<file path="src/hdl/poc_pkg.sv">
// picture order count package: payload structs, register indexes, opcodes, log2 clamp
// no dependencies
package poc_pkg;

   localparam int TableDepth = 256;
   localparam int TableAw    = 8;

   typedef enum logic [2:0] {
      CSR_ORDER_MODE    = 3'd0,
      CSR_LOG2_MAX_LSB  = 3'd1,
      CSR_LOG2_MAX_FNUM = 3'd2,
      CSR_CYCLE_LENGTH  = 3'd3,
      CSR_NON_REF_OFS   = 3'd4,
      CSR_TOP_BOT_OFS   = 3'd5
   } csr_index_type;

   localparam logic OP_LOAD    = 1'b0;
   localparam logic OP_COMPUTE = 1'b1;

   typedef struct packed {
      logic               opcode;
      logic [7:0]         table_index;
      logic signed [31:0] table_value;
      logic               is_idr;
      logic               is_reference;
      logic               field_picture;
      logic [15:0]        frame_number;
      logic [15:0]        order_lsb;
      logic signed [31:0] delta_bottom;
      logic signed [31:0] delta_first;
      logic signed [31:0] delta_second;
   } req_type;

   typedef struct packed {
      logic signed [31:0] order_count;
      logic signed [31:0] top_count;
      logic signed [31:0] bottom_count;
      logic [30:0]        frame_offset;
   } rsp_type;

   function automatic logic [4:0] clamp_log2(input logic [4:0] v);
      logic [4:0] r;
      if (v < 5'd4) r = 5'd4;
      else if (v > 5'd16) r = 5'd16;
      else r = v;
      return r;
   endfunction

endpackage

</file>
<file path="src/hdl/poc_div.sv">
// serial restoring divider: 33-bit dividend by 8-bit divisor, one bit a cycle
// depends on poc_pkg
module poc_div (
   input  logic        clock,
   input  logic        reset,
   input  logic        start,
   input  logic [32:0] dividend,
   input  logic [7:0]  divisor,
   output logic        done,
   output logic [32:0] quotient,
   output logic [7:0]  remainder
);
   import poc_pkg::*;

   logic [32:0] q_ff, q_in;
   logic [8:0]  r_ff, r_in;
   logic [5:0]  cnt_ff, cnt_in;
   logic        busy_ff, busy_in, done_ff, done_in;
   logic [8:0]  trial;

   always_comb begin
      q_in    = q_ff;
      r_in    = r_ff;
      cnt_in  = cnt_ff;
      busy_in = busy_ff;
      done_in = 1'b0;
      trial   = {r_ff[7:0], q_ff[32]};
      if (start) begin
         q_in    = dividend;
         r_in    = '0;
         cnt_in  = 6'd33;
         busy_in = 1'b1;
      end else if (busy_ff) begin
         if (trial >= {1'b0, divisor}) begin
            r_in = trial - {1'b0, divisor};
            q_in = {q_ff[31:0], 1'b1};
         end else begin
            r_in = trial;
            q_in = {q_ff[31:0], 1'b0};
         end
         cnt_in = cnt_ff - 6'd1;
         if (cnt_ff == 6'd1) begin
            busy_in = 1'b0;
            done_in = 1'b1;
         end
      end
   end

   always_ff @(posedge clock) begin
      q_ff   <= q_in;
      r_ff   <= r_in;
      cnt_ff <= cnt_in;
      if (reset) begin
         busy_ff <= 1'b0;
         done_ff <= 1'b0;
      end else begin
         busy_ff <= busy_in;
         done_ff <= done_in;
      end
   end

   assign done      = done_ff;
   assign quotient  = q_ff;
   assign remainder = r_ff[7:0];
endmodule

</file>
<file path="config.mk">
export PLATFORM = sky130hd
export DESIGN_NAME = poc_div
export DESIGN_NICKNAME = d
export VERILOG_FILES = /design/src/hdl/poc_pkg.sv /design/src/hdl/poc_div.sv
export SDC_FILE = /design/constraint.sdc
export NUM_CORES = 1
export LEC_CHECK = 0
export ABC_AREA = 0
export BUFFER_PORTS_ARGS = -buffer_cell sky130_fd_sc_hd__buf_4
export CORE_ASPECT_RATIO = 1.2
export CORE_UTILIZATION = 40
export CTS_CLUSTER_SIZE = 14
export DETAILED_ROUTE_END_ITERATION = 7
export PLACE_DENSITY = 0.63
export SYNTH_ARGS = -nofsm -noshare
export SYNTH_HDL_FRONTEND = slang
export SYNTH_SLANG_ARGS = --single-unit
</file>
<file path="constraint.sdc">
create_clock -name clock -period 3.6 [get_ports clock]
set_clock_uncertainty 0.2 [all_clocks]
set_input_delay 1.08 -clock clock [delete_from_list [all_inputs] [get_ports clock]]
set_output_delay 1.08 -clock clock [all_outputs]
set_load 0.05 [all_outputs]
</file>
==> flow_summary.json <==
{
  "clock.fmax_mhz": 359,
  "maxSlewHeadroom_pct": 62.4,
  "ioPinCount": 86,
  "initial_utilization_pct": 41.4,
  "row_count": 31,
  "grt_max_degree": 46,
  "grt_pass1_vias": 1798,
  "switchingPower_uw": 475,
  "antenna_left": 0,
  "cpPeakStageDelay_ns": 0.36,
  "clkPwrFrac_pct": 23.7,
  "synth_warnings": 0,
  "synthCells": 199,
  "cp_max_fo": 12,
  "path_cells": "buf_4 > inv_1 > ha_1 > a21o_1 > a211oi_4 > o211ai_4 > mux2_2",
  "synth.distinct_cells": 39,
  "clockRootBuffer": "clkbuf_8",
  "grt_pass1_wl_um": 8390,
  "num_vias": 1798,
  "cap_violations": 0,
  "grt_antenna_before_repair": 0,
  "cp_slowest_cell": "ha_1",
  "ys_ff_latch": 49,
  "ir_worst_vdd_mv": 0.295,
  "cts_setup_buffers": 0,
  "p_leak_nw": 1.40,
  "yosysTopAreaCellShare_pct": 39.8,
  "hold_buffers": 0,
  "power.internal_mw": 1.00,
  "cts_buffers": 5,
  "grt_usage_pct": 16.9,
  "crit_path_end_kind": "flip-flop",
  "drt-total-wl_um": 5120,
  "clock-sinks": 49,
  "fin_nets": 342,
  "required_ns": 3.45,
  "timing.hold.ws_ns": 0.306,
  "post_drt_via_cell_ratio": 4.86,
  "synth.area.top_cells": "edfxtp_1 40%, mux2_2 15%, dfxtp_1 13%",
  "fp.dieArea_um2": 6540,
  "core_region_area_um2": 6010,
  "rsz0062_at_grt": "no",
  "syn_area_um2": 2490,
  "combPwrFrac_pct": 28.9,
  "final_layout_size_suffix_gt1_share_pct": 47.6,
  "area_delta_synth_final_pct": 33.4,
  "period_needed_ns": 2.79,
  "n_antenna_cell": 0,
  "ys.flop_type": "edfxtp_1",
  "remaining_drc_errors": 0,
  "setup_viol": 0,
  "dp_hpwl_um": 3760,
  "clockBufferDepth": 2,
  "synthTopCellsByCount": "33 x edfxtp_1, 33 x mux2_2, 16 x dfxtp_1, 16 x nor2_1, 15 x inv_1",
  "die_x_um": 74.0,
  "clk_pin_slew_ns": 0.09,
  "maxSlewViolCount": 0,
  "wire_per_inst_um": 13.8,
  "status": "finished clean",
  "gp_congestion": 0.765,
  "htree_levels": 2,
  "hold_viol_final": 0,
  "async_flop_share_pct": 0,
  "crit_path_start_kind": "input port",
  "grt_remaining_overflow": 0,
  "synth_edf_count": 33,
  "crit_arrival_ns": 2.64,
  "numPortBuffers": 85,
  "finalSetupTns_ns": 0,
  "synth_nets": 254,
  "cts_tree": "built",
  "p_seq_share_pct": 47.4,
  "hold_class": "flip-flop to flip-flop",
  "post_cts_resized": 0,
  "crit_type": "input port to flip-flop",
  "first_pass_iters": 4,
  "clock_latency_ns": 0.29,
  "syn_avg_cell_area_um2": 12.5,
  "die_y_um": 88.4,
  "synth_top_area_cell": "edfxtp_1",
  "powerDensity_nw_per_um2": 445,
  "seq_area_frac_synth_pct": 52.7,
  "min_period_over_period_pct": 77.5,
  "drt_iter0_markers": 78,
  "swShare_pct": 32.1,
  "worst_pin_slew_ns": 0.556
}
==> power groups by stage <==
stage               Combinational [mW]  Clock (mW)  Sequential [mW]
finish                           0.428       0.350            0.700
global route                     0.457       0.381            0.708
detailed placement               0.430           0            0.712
floorplan                        0.142           0            0.862
global placement                 0.428           0            0.712
CTS                              0.431       0.364            0.701
==> kinds of logic (layout without fill, tap and decap cells) <==
group,Yosys count,in the layout,synth area share (%)
xor+xnor,7,7,2.46
mux,38,38,17.0
simple gates,41,41,8.35
buf+inv,22,111,3.62
flops,49,49,52.7
fa+ha+maj,11,11,5.84
compound gates,31,31,10.1
==> path summary, 6_finish.rpt <==
path                            depth (start not counted)         start           to  slack, ns
worst max-delay path                                    7    divisor[3]  quotient[0]       0.81
worst min-delay path                                    2       r_ff[4]      r_ff[4]       0.31
worst max register to register                          9  quotient[32]      r_ff[6]       1.29
worst min register to register                          2       r_ff[4]      r_ff[4]       0.31
==> metal layers <==
| layer | track usage, % | vias to the layer above | share of wire (%) |
|---|---|---|---|
| met5 | 0 | - | 0 |
| met3 | 5.13 | 2 | 6.9 |
| li1 | - | 891 | - |
| met4 | 5.24 | 0 | 0.66 |
| met1 | 22.0 | 844 | 45 |
| met2 | 27.0 | 61 | 47 |
==> through the flow <==
step	area (µm²)	instances	total power [mW]	utilization (%)	worst slack, ns
6_report	3320	370	1.48	55.2	0.811
5_1_grt	3320	370	1.55	55.2	0.735
4_1_cts	3320	370	1.50	55.2	0.822
3_5_place_dp	3220	362	1.14	53.5	0.503
3_3_place_gp	3220	362	1.14	53.5	0.520
2_1_floorplan	2490	199	1.00	-	0.664
==> sequential cells by signal (all words and copies together) (netlist names) <==
register and flops:
r_ff 8, busy_ff 1, cnt_ff 6, done 1, quotient 33
==> placed cells by master (no fill, tap or decap), types with 5 or more instances in the layout <==
master    synthesis  layout
a21oi_1           7       7
buf_4             0      88
clkbuf_8          0       7
dfxtp_1          16      16
edfxtp_1         33      33
ha_1             10      10
inv_1            15      15
mux2_2           33      33
mux2i_1           5       5
nand2_1          10      10
nor2_1           16      16
o21ai_0           5       5
xnor2_1           6       6
==> critical path, delay by kind of cell <==
kind            cells  cell delay (ns)
compound gates      3             0.78
fa+ha+maj           1             0.36
mux                 1             0.31
buf+inv             2             0.11
==> area by class of cell <==
cell class	count	area [µm²]
Clock inverter	1	5.00
Fill cell	554	2690
Clock buffer	7	96.3
Inverter	15	56.3
Timing Repair Buffer	88	661
Multi-Input combinational cell	128	1090
Tap cell	82	103
Sequential cell	49	1310
Power figures use the tool's default switching activity.
